$ cat config.mk
export PLATFORM = sky130hd
export DESIGN_NAME = mer_ctrl
export DESIGN_NICKNAME = d
export VERILOG_FILES = /design/src/hdl/mer_pkg.sv /design/src/hdl/mer_ctrl.sv
export SDC_FILE = /design/constraint.sdc
export NUM_CORES = 1
export LEC_CHECK = 0
export ABC_AREA = 1
export BUFFER_PORTS_ARGS = -buffer_cell sky130_fd_sc_hd__buf_2
export CAP_MARGIN = 20
export CORE_MARGIN = 8
export CORE_UTILIZATION = 54
export DETAILED_ROUTE_END_ITERATION = 12
export HOLD_SLACK_MARGIN = 0.02
export PLACE_DENSITY = 0.84
export REMOVE_ABC_BUFFERS = 1
export SKIP_CTS_REPAIR_TIMING = 1
export SYNTH_ARGS = -nofsm -noshare
export SYNTH_HDL_FRONTEND = slang
export SYNTH_SLANG_ARGS = --single-unit
$ cat constraint.sdc
create_clock -name clk_i -period 4 [get_ports clk_i]
set_clock_uncertainty 0.05 [all_clocks]
set_input_delay 0.6 -clock clk_i [delete_from_list [all_inputs] [get_ports clk_i]]
set_output_delay 0.6 -clock clk_i [all_outputs]
set_load 0.01 [all_outputs]
$ cat src/hdl/mer_pkg.sv
// shared types, codes and defaults for the midpoint ellipse raster block
package mer_pkg;

  // default field widths
  localparam int COORD_BITS_DEF  = 12;
  localparam int RADIUS_BITS_DEF = 11;

  // input item kinds, carried on the slave-side tuser
  localparam logic CMD_START   = 1'b0;
  localparam logic CMD_ADVANCE = 1'b1;

  // quadrant colours
  localparam logic [3:0] COL_PP = 4'd9;   // (+x,+y)
  localparam logic [3:0] COL_MP = 4'd10;  // (-x,+y)
  localparam logic [3:0] COL_MM = 4'd12;  // (-x,-y)
  localparam logic [3:0] COL_PM = 4'd15;  // (+x,-y)

  // which of the four symmetric pixels goes out
  typedef enum logic [1:0] {
    PIX_PP,
    PIX_MP,
    PIX_MM,
    PIX_PM
  } pix_e;

  // operand pair fed to the shared multiplier
  typedef enum logic [3:0] {
    MUL_RX_RX,
    MUL_RY_RY,
    MUL_A2_RY,
    MUL_A2_B2,
    MUL_B2_X,
    MUL_A2_Y,
    MUL_SQ_X,
    MUL_SQ_Y,
    MUL_B2_P,
    MUL_A2_P
  } mul_sel_e;

  // what to do with the product registered in the previous cycle
  typedef enum logic [3:0] {
    ACC_NONE,
    ACC_A2,
    ACC_B2,
    ACC_DEC_START,
    ACC_AB,
    ACC_P,
    ACC_DEC_SET,
    ACC_ADD4_SUB_AB,
    ACC_ADD8_B2,
    ACC_ADD8,
    ACC_SUB8,
    ACC_SUB8_A2
  } acc_op_e;

  // controller states
  typedef enum logic [4:0] {
    S_IDLE,
    S_SQ_RX,
    S_SQ_RY,
    S_A2RY,
    S_A2B2,
    S_AB,
    S_CHK_X,
    S_CHK_Y,
    S_CHK,
    S_R2_SX,
    S_R2_BX,
    S_R2_SY,
    S_R2_AY,
    S_R2_FIN,
    S_MX1,
    S_AX1,
    S_MX2,
    S_MY,
    S_MY0,
    S_AY,
    S_E0,
    S_E1,
    S_E2,
    S_E3
  } ctrl_state_e;

  // commands from controller to datapath
  typedef struct packed {
    logic     load_start;
    logic     step_x;
    logic     step_y;
    logic     set_region2;
    mul_sel_e mul_sel;
    acc_op_e  acc_op;
    logic     out_load;
    pix_e     pix_idx;
    logic     busy_upd;
  } mer_cmd_t;

  // status from datapath to controller
  typedef struct packed {
    logic busy;
    logic region2;
    logic dec_pos;
    logic r1_holds;
    logic out_free;
  } mer_status_t;

endpackage

$ cat src/hdl/mer_ctrl.sv
// controller state machine sequencing the shared multiplier and pixel beats
module mer_ctrl import mer_pkg::*; (
  input  logic        clk_i,
  input  logic        rst_ni,
  input  logic        s_valid_i,
  input  logic        s_kind_i,
  output logic        s_ready_o,
  input  mer_status_t status_i,
  output mer_cmd_t    cmd_o
);

  ctrl_state_e state_q, state_d;
  logic        is_start;
  logic        do_x;
  logic        do_y;

  // step direction for an advance item
  assign is_start = (s_kind_i == CMD_START);
  assign do_x     = !status_i.region2 || !status_i.dec_pos;
  assign do_y     = status_i.region2 || status_i.dec_pos;

  // state register
  always_ff @(posedge clk_i or negedge rst_ni) begin
    if (!rst_ni) begin
      state_q <= S_IDLE;
    end else begin
      state_q <= state_d;
    end
  end

  // next state
  always_comb begin
    state_d = state_q;
    case (state_q)
      S_IDLE: begin
        if (s_valid_i) begin
          if (is_start) begin
            state_d = S_SQ_RX;
          end else if (status_i.busy) begin
            if (do_x && do_y) begin
              state_d = S_MX2;
            end else if (do_x) begin
              state_d = S_MX1;
            end else begin
              state_d = S_MY0;
            end
          end
        end
      end
      S_SQ_RX:  state_d = S_SQ_RY;
      S_SQ_RY:  state_d = S_A2RY;
      S_A2RY:   state_d = S_A2B2;
      S_A2B2:   state_d = S_AB;
      S_AB:     state_d = S_CHK_X;
      S_CHK_X:  state_d = S_CHK_Y;
      S_CHK_Y:  state_d = S_CHK;
      S_CHK: begin
        if (status_i.r1_holds) begin
          state_d = S_E0;
        end else begin
          state_d = S_R2_SX;
        end
      end
      S_R2_SX:  state_d = S_R2_BX;
      S_R2_BX:  state_d = S_R2_SY;
      S_R2_SY:  state_d = S_R2_AY;
      S_R2_AY:  state_d = S_R2_FIN;
      S_R2_FIN: state_d = S_E0;
      S_MX1:    state_d = S_AX1;
      S_AX1:    state_d = S_CHK_X;
      S_MX2:    state_d = S_MY;
      S_MY:     state_d = S_AY;
      S_MY0:    state_d = S_AY;
      S_AY: begin
        if (status_i.region2) begin
          state_d = S_E0;
        end else begin
          state_d = S_CHK_X;
        end
      end
      S_E0: begin
        if (status_i.out_free) state_d = S_E1;
      end
      S_E1: begin
        if (status_i.out_free) state_d = S_E2;
      end
      S_E2: begin
        if (status_i.out_free) state_d = S_E3;
      end
      S_E3: begin
        if (status_i.out_free) state_d = S_IDLE;
      end
      default:  state_d = S_IDLE;
    endcase
  end

  // command outputs
  always_comb begin
    s_ready_o         = 1'b0;
    cmd_o.load_start  = 1'b0;
    cmd_o.step_x      = 1'b0;
    cmd_o.step_y      = 1'b0;
    cmd_o.set_region2 = 1'b0;
    cmd_o.mul_sel     = MUL_RX_RX;
    cmd_o.acc_op      = ACC_NONE;
    cmd_o.out_load    = 1'b0;
    cmd_o.pix_idx     = PIX_PP;
    cmd_o.busy_upd    = 1'b0;
    case (state_q)
      S_IDLE: begin
        s_ready_o = 1'b1;
        if (s_valid_i && is_start) begin
          cmd_o.load_start = 1'b1;
        end else if (s_valid_i && status_i.busy) begin
          cmd_o.step_x = do_x;
          cmd_o.step_y = do_y;
        end
      end
      S_SQ_RX: cmd_o.mul_sel = MUL_RX_RX;
      S_SQ_RY: begin
        cmd_o.mul_sel = MUL_RY_RY;
        cmd_o.acc_op  = ACC_A2;
      end
      S_A2RY: begin
        cmd_o.mul_sel = MUL_A2_RY;
        cmd_o.acc_op  = ACC_B2;
      end
      S_A2B2: begin
        cmd_o.mul_sel = MUL_A2_B2;
        cmd_o.acc_op  = ACC_DEC_START;
      end
      S_AB:    cmd_o.acc_op = ACC_AB;
      S_CHK_X: cmd_o.mul_sel = MUL_B2_X;
      S_CHK_Y: begin
        cmd_o.mul_sel = MUL_A2_Y;
        cmd_o.acc_op  = ACC_P;
      end
      S_CHK:   cmd_o.set_region2 = !status_i.r1_holds;
      S_R2_SX: cmd_o.mul_sel = MUL_SQ_X;
      S_R2_BX: cmd_o.mul_sel = MUL_B2_P;
      S_R2_SY: begin
        cmd_o.mul_sel = MUL_SQ_Y;
        cmd_o.acc_op  = ACC_DEC_SET;
      end
      S_R2_AY:  cmd_o.mul_sel = MUL_A2_P;
      S_R2_FIN: cmd_o.acc_op = ACC_ADD4_SUB_AB;
      S_MX1:    cmd_o.mul_sel = MUL_B2_X;
      S_AX1:    cmd_o.acc_op = ACC_ADD8_B2;
      S_MX2:    cmd_o.mul_sel = MUL_B2_X;
      S_MY: begin
        cmd_o.mul_sel = MUL_A2_Y;
        cmd_o.acc_op  = status_i.region2 ? ACC_ADD8 : ACC_ADD8_B2;
      end
      S_MY0:    cmd_o.mul_sel = MUL_A2_Y;
      S_AY:     cmd_o.acc_op = status_i.region2 ? ACC_SUB8_A2 : ACC_SUB8;
      S_E0: begin
        cmd_o.out_load = status_i.out_free;
        cmd_o.pix_idx  = PIX_PP;
      end
      S_E1: begin
        cmd_o.out_load = status_i.out_free;
        cmd_o.pix_idx  = PIX_MP;
      end
      S_E2: begin
        cmd_o.out_load = status_i.out_free;
        cmd_o.pix_idx  = PIX_MM;
      end
      S_E3: begin
        cmd_o.out_load = status_i.out_free;
        cmd_o.pix_idx  = PIX_PM;
        cmd_o.busy_upd = status_i.out_free;
      end
      default: s_ready_o = 1'b0;
    endcase
  end

endmodule

==> impl_results.md <==
* Run status: completed
* Die boundary height at 55.2 um
* CTS tree: done
* Routed wire per std cell at 12.5 um
* Antenna diodes at 0
* Vias/cell at about 5.4
* Port Buffers at 25
* Pins Over Slew Limit at 0
* Unrepaired setup endpoints after global routing: false
* Total Routing Usage GR at 15.4%
* Core ar. at 1470 um^2
* Final #Nets at just under 200
* Netlist cell types at 25
* DP Cell Count at 192
* Via count at 1,064
* H-tree levels at 1
* Ratio of cells with drive above 1 in the final layout at 22.8%
* Total CTS buffers at 3
* Register with the most flip-flops: state_q
* First-pass GRT wire length at 4.25 mm
* Synth Instances at 154
* Synthesis warning total at 0
* VDD IR max at 0.420 mV
* FF+latch area at 125 um^2
* Synth Area per Inst at 5.39 um^2
* Max-Cap Viols at 0
* WS Path Type: reg2out
* Clock Latency Late Sink at 0.24 ns
* Clock Tree Root: clkbuf_4
* DRT Wirelength at ~2.4 mm
* Layout area overhead at 17.2%
* Leak at approximately 0.00064 uW
* Endpoints failing setup at 0
* DP Area at approximately 950 um^2
* Slew HR at 68.0%
* Final ANT Viol Nets at 0
* First DRT Iteration DRCs at slightly above 90
* Synthesized area at 831 um^2
* Largest register FFs at 5
* Clock slew at reported path FFs at ~0.050 ns
* Die Wd at between 50 and 60 um
* Crit path required time at 3.35 ns
* Dpl hpwl at around 2.1 mm
* Largest regs: state_q x5
* Worst EP arrival at 1.87 ns
* Gpl congestion at ~1.1
* Fin crit share at a little over three fifths
* Clock sinks at 5
* Setup TNS at 0 ns
* TritonRoute pass-1 iters at 5
* Crit-path max FO at 12
* Min cycle time layout at 2.52 ns
* Initial antenna violation count at 0
* Area of the multi-input gates at roughly 600 um^2
* Pwr Density at between 700 and 800 nW/um^2
* DRC at 0
* CP startpoint kind: flip-flop
* Synth Register Bits at 5
* Pin count of the biggest net entering global routing at 13
* Clk buf depth at 2
* Fin cells at 196
* Die area at 3050 um^2
* CP Capture Type: primary output
* Maximum clock frequency at 397 MHz
* Seq/Total Area, Yosys at 15.1%
* Vias in the first global route at roughly 1,000
* Worst Tran Pin Value at 0.479 ns
* Initial Util at 56.5%
* Hold WC Path Type: in2async
* Fillers at between 100 and 150
* Final instance area at around 1000 um^2
* Final Hold Vio Count at 0
* Io pins at 26
* GRT overflow at 0
* Row Count at 14
[Yosys cell counts (all sizes together)]
library cell / instances / area [um^2]
nand2: 54 / 213
nor2: 34 / 145
inv: 19 / 71.3
nand3: 14 / 70.1
nand4: 7 / 43.8
dfrtp: 5 / 125
o21ai: 4 / 23.8
a21oi: 3 / 15.0
buf: 3 / 30.0
ha: 3 / 37.5
or2: 2 / 12.5
clkinv: 1 / 8.76
nor3: 1 / 5.00
nor3b: 1 / 7.51
nor4: 1 / 6.26
o21a: 1 / 7.51
o311ai: 1 / 8.76
[layout by cell type (no fill, tap or decap), drive strengths merged, types with 2 or more instances in the layout]
master / n
a21oi: 3
buf: 25
clkbuf: 3
clkinv: 2
dfrtp: 5
ha: 3
inv: 19
nand2: 54
nand3: 14
nand4: 7
nor2: 34
o21ai: 4
or2: 2
[cell type report]
| class | count | area share, % |
|---|---|---|
| tap | 16 | 2.06 |
| timing repair buffer | 25 | 12.9 |
| sequential | 5 | 12.9 |
| clock inverter | 1 | 0.514 |
| inverter | 20 | 8.23 |
| multi-input combinational | 126 | 61.2 |
| clock buffer | 3 | 2.31 |
[routing by layer]
metal / vias to the layer above / track usage, % / part of all wire, %
li1: 535 / - / -
met1: 467 / 19.0 / 42
met2: 56 / 24.7 / 48
met3: 6 / 3.42 / 7.1
met4: 0 / 7.04 / 2.0
met5: - / 0 / 0
[path summary, 6_finish.rpt]
check	start	end	cells past startpoint	slack, ns
setup / recovery	state_q[4]	cmd_o[4]	5	1.48
max in group asynchronous	rst_ni	state_q[0]	1	3.66
min in group clk_i	status_i[0]	state_q[1]	4	0.57
hold reg to reg	state_q[0]	state_q[0]	2	0.66
setup reg to reg	state_q[4]	state_q[1]	7	2.32
hold / removal	rst_ni	state_q[3]	1	0.11
[report_power, final]
part	switching [uW]	total [uW]	internal (uW)
sequential	65.9	143	77.4
clock	20.5	56.6	36.1
combinational	362	545	183
[cells by family after synthesis]
group,synth area share (%)
AND/OR/NAND/NOR,60.5
buffers and inverters,13.3
adder cells (fa/ha/maj),4.52
AO/OA/AOI/OAI,6.63
flip-flops,15.1
[critical path, stage by stage (launching register included)]
cell	delay, ns
dfrtp_1	0.63
inv_1	0.23
nor2_1	0.22
inv_1	0.07
o311ai_0	0.27
buf_2	0.20
[through the flow]
stage                     setup slack [ns]  power [uW]  hold slack, ns  util, %
after floorplan                       1.86         513           0.254        -
after global placement                1.80         675           0.364     64.3
after detailed placement              1.77         682           0.366     64.3
after CTS                             1.52         740           0.108     66.2
after global routing                  1.33         829          0.0999     66.2
final                                 1.48         745           0.110     66.2
No activity file was read; power rests on OpenSTA's default activity.
