<file path="config.mk">
export PLATFORM = sky130hd
export DESIGN_NAME = mer_datapath
export DESIGN_NICKNAME = d
export VERILOG_FILES = /design/src/hdl/mer_pkg.sv /design/src/hdl/mer_datapath.sv
export SDC_FILE = /design/constraint.sdc
export NUM_CORES = 2
export LEC_CHECK = 0
export BUFFER_PORTS_ARGS = -buffer_cell sky130_fd_sc_hd__buf_2
export CAP_MARGIN = 30
export CORE_MARGIN = 2
export CORE_UTILIZATION = 30
export DETAILED_ROUTE_END_ITERATION = 12
export HOLD_SLACK_MARGIN = 0.15
export SLEW_MARGIN = 40
export SYNTH_ARGS = -nofsm -noshare
export SYNTH_HDL_FRONTEND = slang
export SYNTH_SLANG_ARGS = --single-unit
</file>
<file path="constraint.sdc">
create_clock -name clk_i -period 8.4 [get_ports clk_i]
set_input_delay 0.42 -clock clk_i [delete_from_list [all_inputs] [get_ports clk_i]]
set_output_delay 0.42 -clock clk_i [all_outputs]
set_load 0.05 [all_outputs]
</file>
<file path="src/hdl/mer_pkg.sv">
// shared types, codes and defaults for the midpoint ellipse raster block
package mer_pkg;

  // default field widths
  localparam int COORD_BITS_DEF  = 12;
  localparam int RADIUS_BITS_DEF = 11;

  // input item kinds, carried on the slave-side tuser
  localparam logic CMD_START   = 1'b0;
  localparam logic CMD_ADVANCE = 1'b1;

  // quadrant colours
  localparam logic [3:0] COL_PP = 4'd9;   // (+x,+y)
  localparam logic [3:0] COL_MP = 4'd10;  // (-x,+y)
  localparam logic [3:0] COL_MM = 4'd12;  // (-x,-y)
  localparam logic [3:0] COL_PM = 4'd15;  // (+x,-y)

  // which of the four symmetric pixels goes out
  typedef enum logic [1:0] {
    PIX_PP,
    PIX_MP,
    PIX_MM,
    PIX_PM
  } pix_e;

  // operand pair fed to the shared multiplier
  typedef enum logic [3:0] {
    MUL_RX_RX,
    MUL_RY_RY,
    MUL_A2_RY,
    MUL_A2_B2,
    MUL_B2_X,
    MUL_A2_Y,
    MUL_SQ_X,
    MUL_SQ_Y,
    MUL_B2_P,
    MUL_A2_P
  } mul_sel_e;

  // what to do with the product registered in the previous cycle
  typedef enum logic [3:0] {
    ACC_NONE,
    ACC_A2,
    ACC_B2,
    ACC_DEC_START,
    ACC_AB,
    ACC_P,
    ACC_DEC_SET,
    ACC_ADD4_SUB_AB,
    ACC_ADD8_B2,
    ACC_ADD8,
    ACC_SUB8,
    ACC_SUB8_A2
  } acc_op_e;

  // controller states
  typedef enum logic [4:0] {
    S_IDLE,
    S_SQ_RX,
    S_SQ_RY,
    S_A2RY,
    S_A2B2,
    S_AB,
    S_CHK_X,
    S_CHK_Y,
    S_CHK,
    S_R2_SX,
    S_R2_BX,
    S_R2_SY,
    S_R2_AY,
    S_R2_FIN,
    S_MX1,
    S_AX1,
    S_MX2,
    S_MY,
    S_MY0,
    S_AY,
    S_E0,
    S_E1,
    S_E2,
    S_E3
  } ctrl_state_e;

  // commands from controller to datapath
  typedef struct packed {
    logic     load_start;
    logic     step_x;
    logic     step_y;
    logic     set_region2;
    mul_sel_e mul_sel;
    acc_op_e  acc_op;
    logic     out_load;
    pix_e     pix_idx;
    logic     busy_upd;
  } mer_cmd_t;

  // status from datapath to controller
  typedef struct packed {
    logic busy;
    logic region2;
    logic dec_pos;
    logic r1_holds;
    logic out_free;
  } mer_status_t;

endpackage

</file>
<file path="src/hdl/mer_datapath.sv">
// datapath: held geometry, shared multiplier, decision accumulator, pixel output register
module mer_datapath import mer_pkg::*; #(
  parameter int COORD_BITS  = COORD_BITS_DEF,
  parameter int RADIUS_BITS = RADIUS_BITS_DEF
) (
  input  logic                    clk_i,
  input  logic                    rst_ni,
  input  logic [COORD_BITS-1:0]   center_x_i,
  input  logic [COORD_BITS-1:0]   center_y_i,
  input  logic [RADIUS_BITS-1:0]  radius_x_i,
  input  logic [RADIUS_BITS-1:0]  radius_y_i,
  input  mer_cmd_t                cmd_i,
  output mer_status_t             status_o,
  input  logic                    m_ready_i,
  output logic                    m_valid_o,
  output logic [COORD_BITS+1:0]   pixel_x_o,
  output logic [COORD_BITS+1:0]   pixel_y_o,
  output logic [3:0]              colour_o,
  output logic                    last_o,
  output logic                    done_o
);

  localparam int OUT_W = COORD_BITS + 2;
  localparam int AW    = 2 * RADIUS_BITS;
  localparam int OPW   = ((AW > 2 * COORD_BITS + 2) ? AW : 2 * COORD_BITS + 2) + 1;
  localparam int DW    = 2 * RADIUS_BITS + 2 * COORD_BITS + 5;

  logic [COORD_BITS-1:0]  cx_q, cy_q;
  logic [RADIUS_BITS-1:0] rx_q, ry_q;
  logic [AW-1:0]          a2_q, a2_d, b2_q, b2_d;
  logic signed [DW-1:0]   ab_q, ab_d, p_q, p_d, prod_q, prod_d, dec_q, dec_d;
  logic [COORD_BITS-1:0]  x_q, x_d, y_q, y_d;
  logic                   region2_q, region2_d, busy_q, busy_d, m_valid_q, m_valid_d;

  logic signed [OPW-1:0]   op_a, op_b;
  logic signed [2*OPW-1:0] mul_full;
  logic signed [DW-1:0]    a2_ext, b2_ext;

  logic [OUT_W-1:0] cx_e, cy_e, x_e, y_e;
  logic [OUT_W-1:0] px_d, py_d, px_q, py_q;
  logic [3:0]       col_d, col_q;
  logic             last_d, last_q, done_d, done_q;
  logic             out_free;

  // multiplier operand selection
  always_comb begin
    case (cmd_i.mul_sel)
      MUL_RX_RX: begin
        op_a = OPW'(rx_q);
        op_b = OPW'(rx_q);
      end
      MUL_RY_RY: begin
        op_a = OPW'(ry_q);
        op_b = OPW'(ry_q);
      end
      MUL_A2_RY: begin
        op_a = OPW'(a2_q);
        op_b = OPW'(ry_q);
      end
      MUL_A2_B2: begin
        op_a = OPW'(a2_q);
        op_b = OPW'(b2_q);
      end
      MUL_B2_X: begin
        op_a = OPW'(b2_q);
        op_b = OPW'(x_q);
      end
      MUL_A2_Y: begin
        op_a = OPW'(a2_q);
        op_b = OPW'(y_q);
      end
      MUL_SQ_X: begin
        op_a = OPW'({x_q, 1'b1});
        op_b = OPW'({x_q, 1'b1});
      end
      MUL_SQ_Y: begin
        // y - 1, may be minus one on the final row
        op_a = OPW'(y_q) + {OPW{1'b1}};
        op_b = OPW'(y_q) + {OPW{1'b1}};
      end
      MUL_B2_P: begin
        op_a = OPW'(b2_q);
        op_b = prod_q[OPW-1:0];
      end
      MUL_A2_P: begin
        op_a = OPW'(a2_q);
        op_b = prod_q[OPW-1:0];
      end
      default: begin
        op_a = '0;
        op_b = '0;
      end
    endcase
  end

  // shared multiplier, registered
  assign mul_full = op_a * op_b;
  assign prod_d   = mul_full[DW-1:0];

  assign a2_ext = DW'(a2_q);
  assign b2_ext = DW'(b2_q);

  // accumulate and store products
  always_comb begin
    a2_d  = a2_q;
    b2_d  = b2_q;
    ab_d  = ab_q;
    p_d   = p_q;
    dec_d = dec_q;
    case (cmd_i.acc_op)
      ACC_NONE:        dec_d = dec_q;
      ACC_A2:          a2_d  = prod_q[AW-1:0];
      ACC_B2:          b2_d  = prod_q[AW-1:0];
      ACC_DEC_START:   dec_d = (b2_ext <<< 2) - (prod_q <<< 2) + a2_ext;
      ACC_AB:          ab_d  = prod_q;
      ACC_P:           p_d   = prod_q;
      ACC_DEC_SET:     dec_d = prod_q;
      ACC_ADD4_SUB_AB: dec_d = dec_q + (prod_q <<< 2) - (ab_q <<< 2);
      ACC_ADD8_B2:     dec_d = dec_q + (prod_q <<< 3) + (b2_ext <<< 2);
      ACC_ADD8:        dec_d = dec_q + (prod_q <<< 3);
      ACC_SUB8:        dec_d = dec_q - (prod_q <<< 3);
      ACC_SUB8_A2:     dec_d = dec_q - (prod_q <<< 3) + (a2_ext <<< 2);
      default:         dec_d = dec_q;
    endcase
  end

  // current point
  always_comb begin
    x_d = x_q;
    y_d = y_q;
    if (cmd_i.load_start) begin
      x_d = '0;
      y_d = COORD_BITS'(radius_y_i);
    end else begin
      if (cmd_i.step_x) x_d = x_q + COORD_BITS'(1);
      if (cmd_i.step_y) y_d = y_q - COORD_BITS'(1);
    end
  end

  // region and busy flags
  always_comb begin
    region2_d = region2_q;
    busy_d    = busy_q;
    if (cmd_i.load_start) begin
      region2_d = 1'b0;
    end else if (cmd_i.set_region2) begin
      region2_d = 1'b1;
    end
    if (cmd_i.busy_upd) busy_d = (y_q != '0);
  end

  // symmetric pixel for the current beat
  assign cx_e = OUT_W'(cx_q);
  assign cy_e = OUT_W'(cy_q);
  assign x_e  = OUT_W'(x_q);
  assign y_e  = OUT_W'(y_q);

  always_comb begin
    last_d = 1'b0;
    done_d = 1'b0;
    case (cmd_i.pix_idx)
      PIX_PP: begin
        px_d  = cx_e + x_e;
        py_d  = cy_e + y_e;
        col_d = COL_PP;
      end
      PIX_MP: begin
        px_d  = cx_e - x_e;
        py_d  = cy_e + y_e;
        col_d = COL_MP;
      end
      PIX_MM: begin
        px_d  = cx_e - x_e;
        py_d  = cy_e - y_e;
        col_d = COL_MM;
      end
      PIX_PM: begin
        px_d   = cx_e + x_e;
        py_d   = cy_e - y_e;
        col_d  = COL_PM;
        last_d = 1'b1;
        done_d = (y_q == '0);
      end
      default: begin
        px_d  = cx_e;
        py_d  = cy_e;
        col_d = COL_PP;
      end
    endcase
  end

  // output register handshake
  assign out_free = !m_valid_q || m_ready_i;

  always_comb begin
    m_valid_d = m_valid_q;
    if (cmd_i.out_load) begin
      m_valid_d = 1'b1;
    end else if (m_ready_i) begin
      m_valid_d = 1'b0;
    end
  end

  // control flags
  always_ff @(posedge clk_i or negedge rst_ni) begin
    if (!rst_ni) begin
      region2_q <= 1'b0;
      busy_q    <= 1'b0;
      m_valid_q <= 1'b0;
    end else begin
      region2_q <= region2_d;
      busy_q    <= busy_d;
      m_valid_q <= m_valid_d;
    end
  end

  // payload and arithmetic registers
  always_ff @(posedge clk_i) begin
    if (cmd_i.load_start) begin
      cx_q <= center_x_i;
      cy_q <= center_y_i;
      rx_q <= radius_x_i;
      ry_q <= radius_y_i;
    end
    prod_q <= prod_d;
    a2_q   <= a2_d;
    b2_q   <= b2_d;
    ab_q   <= ab_d;
    p_q    <= p_d;
    dec_q  <= dec_d;
    x_q    <= x_d;
    y_q    <= y_d;
    if (cmd_i.out_load) begin
      px_q   <= px_d;
      py_q   <= py_d;
      col_q  <= col_d;
      last_q <= last_d;
      done_q <= done_d;
    end
  end

  // status back to the controller
  assign status_o.busy     = busy_q;
  assign status_o.region2  = region2_q;
  assign status_o.dec_pos  = !dec_q[DW-1] && (dec_q != '0);
  assign status_o.r1_holds = (p_q < prod_q);
  assign status_o.out_free = out_free;

  assign m_valid_o = m_valid_q;
  assign pixel_x_o = px_q;
  assign pixel_y_o = py_q;
  assign colour_o  = col_q;
  assign last_o    = last_q;
  assign done_o    = done_q;

endmodule

</file>
==> flow_summary.ini <==
[clock_network]
root_buffer = clkbuf_16
cts_tree = yes
clock_latency_ns = 0.61
clk_pin_slew_worst_paths_ns = 0.06
numCtsBuffers = 43
clk_path_buf_depth = 3
cts_max_level = 2
clock-sinks = 352

[routing]
drtIter0Drc = 4328
drt_pass1_iterations = 9
via_per_inst = 5.16
vias = 47500
ant_nets = 0
drc = 0
wire_per_inst_um = 21.4
finalWirelength_um = 197000

[status]
status = finished with violations
failed_checks = negative setup slack

[placed_design]
dp.cells = 9012
dp_hpwl_um = 165000
io_buffers = 103
gp_congestion = 0.974
dp_slack_ns = -0.762

[critical_path]
reg2regPathDepth = 37
crit_slowest_cell = fa_2
ff2ff_setup_slack_ns = -0.31
cp-end-kind = flip-flop
r2r_end = prod_q[46]
endpoint = prod_q[46]
crit_arrival_ns = 9.18
critical_path.startpoint = y_q[2]
critPathMaxFanout = 8
critical_path_class = reg -> reg
r2r-start = y_q[2]
max_stage_delay_ns = 0.61
start_kind = flip-flop
required_ns = 8.87

[sta]
period_needed_ns = 8.71
finClkSkew_ns = 0.0336
final_hold_viol_count = 0
finalCritPeriodShare = 1.04
tightest_slew_ns = 0.886
slew_viol_final = 0
max_freq_mhz = 115
setup_viol = 10
rsz0062_at_grt = true
setup_ws_ns = -0.310
relSlewSlack = 0.402

[synthesis]
synth_warnings = 0
ys.flop_type = edfxtp_1
yosys.area.top_type = fa_1
synth_top_area_frac = 0.271
ys_ff_latch = 352
synth_area_leaders = fa_1, edfxtp_1, ha_1
ys_async_sr_fraction = 0.00852
synth_edf_count = 285
syn_nets = 7443
synthCells = 6166
ys_types = 109
yosysSeqAreaShare = 0.180
postSynthAreaPerCell_um2 = 8.93
synth_area_mm2 = 0.0550

[power]
clkPwrFrac = 0.101
p_comb_frac = 0.769
switching_share = 0.540
peakVddDrop_mv = 0.200
pwr_density_cell_mw_per_mm2 = 307
seqPwrFrac = 0.131
leakage_uw = 0.0303
power.internal_uw = 9370
switchingPower_uw = 11000

[global_route]
grt.overflow.total = 0
antenna_found_initial = 8
grt_pass1_vias = 48900
track_usage = 0.209
grt_max_degree = 75
grt_pass1_wl_um = 299000

[die]
fp.dieArea_mm2 = 0.187
ioPinCount = 105
start_util = 0.301
die_h_um = 432
fp-row-count = 157
die_w_um = 432
core_mm2 = 0.183

[cells_and_area]
drive_gt1_frac = 0.156
nFillCells = 18600
most-common-layout-cells = inv_1, fa_1, nand2_1
final_common_cell = inv_1
seqCellArea_mm2 = 0.00991
final_nets = 8051
multi_input_area_mm2 = 0.0407
stdcell_count = 9197
area_growth_syn_to_layout_pct = 20.4

[run]
drv_cap = 0

[min_path]
worstHoldPathType = in -> reg
==> synth_stat cells (57+ instances only) <==
master,instances
and2_1,62
xor2_1,89
dfxtp_1,64
nor3_1,76
o21ai_0,187
ha_1,468
nand3_1,72
fa_1,744
a221oi_1,57
edfxtp_1,285
inv_1,1183
xnor2_1,250
a21o_1,141
nand2_1,602
nor2_1,416
o21bai_1,65
clkbuf_1,168
a21oi_1,380
nand4_1,60
==> worst min path at each step <==
| stage | from | to | slack (ns) | depth (start not counted) |
|---|---|---|---|---|
| floorplan | rst_ni | busy_q | 0.12 | 0 |
| global placement | rst_ni | m_valid_o | 0.22 | 1 |
| detailed placement | rst_ni | busy_q | 0.22 | 1 |
| CTS | cmd_i[2] | last_o | 0.21 | 2 |
| global route | cmd_i[2] | last_o | 0.27 | 2 |
| finish | cmd_i[13] | y_q[11] | 0.25 | 5 |
==> stage by stage <==
stage	total power, uW	instance area (um2)	util	setup TNS, ns	hold slack [ns]
after floorplan	12900	55300	-	-0.0108	0.124
after global placement	17500	62800	0.344	-9.82	0.216
after detailed placement	17600	62900	0.344	-7.81	0.220
after CTS	19900	65700	0.359	-1.52	0.211
after global routing	21800	66300	0.363	-6.51	0.268
final	20400	66300	0.363	-2.08	0.247
==> cells by family after synthesis <==
logic type / after synthesis / share of synthesized area
multiplexers: 29 / 0.00534
other: 1 / 0.0000681
XOR/XNOR: 342 / 0.0548
adder cells (fa/ha/maj): 1212 / 0.377
AND/OR/NAND/NOR: 1556 / 0.130
buffers and inverters: 1407 / 0.0984
flip-flops: 352 / 0.180
AO/OA/AOI/OAI: 1267 / 0.155
==> state kept, by name, summed over array words and instances, names as in the netlist, 14 cells and up <==
| signal | flops |
|---|---|
| dec_q | 51 |
| p_q | 51 |
| prod_q | 51 |
| ab_q | 49 |
| a2_q | 22 |
| b2_q | 22 |
| pixel_x_o | 14 |
| pixel_y_o | 14 |
==> power groups by stage <==
stage,clock [uW],combinational [uW],sequential [uW]
after global routing,2150,17000,2680
after floorplan,0,10300,2650
after global placement,0,14800,2670
after detailed placement,0,14900,2680
final,2050,15700,2660
after CTS,2100,15200,2640
==> area by class of cell <==
cell class	instances	share of cell area
Timing Repair Buffer	780	0.100
Sequential cell	352	0.150
Multi-Input combinational cell	4407	0.614
Inverter	1189	0.0676
Antenna cell	3	0.000113
Timing Repair inverter	1	0.000170
Clock inverter	26	0.00534
Tap cell	2385	0.0450
Clock buffer	54	0.0179
==> worst max-delay path: cells and delay by family, from the launching register on <==
kind                     cells  cell delay [ns]
adder cells (fa/ha/maj)      8             3.90
AND/OR/NAND/NOR             10             1.76
AO/OA/AOI/OAI                7             1.23
buffers and inverters       11             1.14
flip-flops                   1             0.43
XOR/XNOR                     1             0.10
==> metal layers <==
metal / vias to the layer above / global-route usage / routed length, um
li1: 21600 / - / -
met1: 23700 / 0.299 / 88200
met2: 1875 / 0.331 / 87600
met3: 306 / 0.0219 / 14700
met4: 4 / 0.0632 / 6810
met5: - / 0 / 27
==> repair_timing <==
action / 4_1_cts / 5_1_grt
endpoints found under the setup margin: 22 / 27
cloned: 1 / 1
pin swaps: 115 / 33
gates resized for setup: 123 / 119
setup buffers: 33 / 18
hold buffers: 52 / 0
endpoints found under the hold margin: 58 / 0
Power figures use the tool's default switching activity.
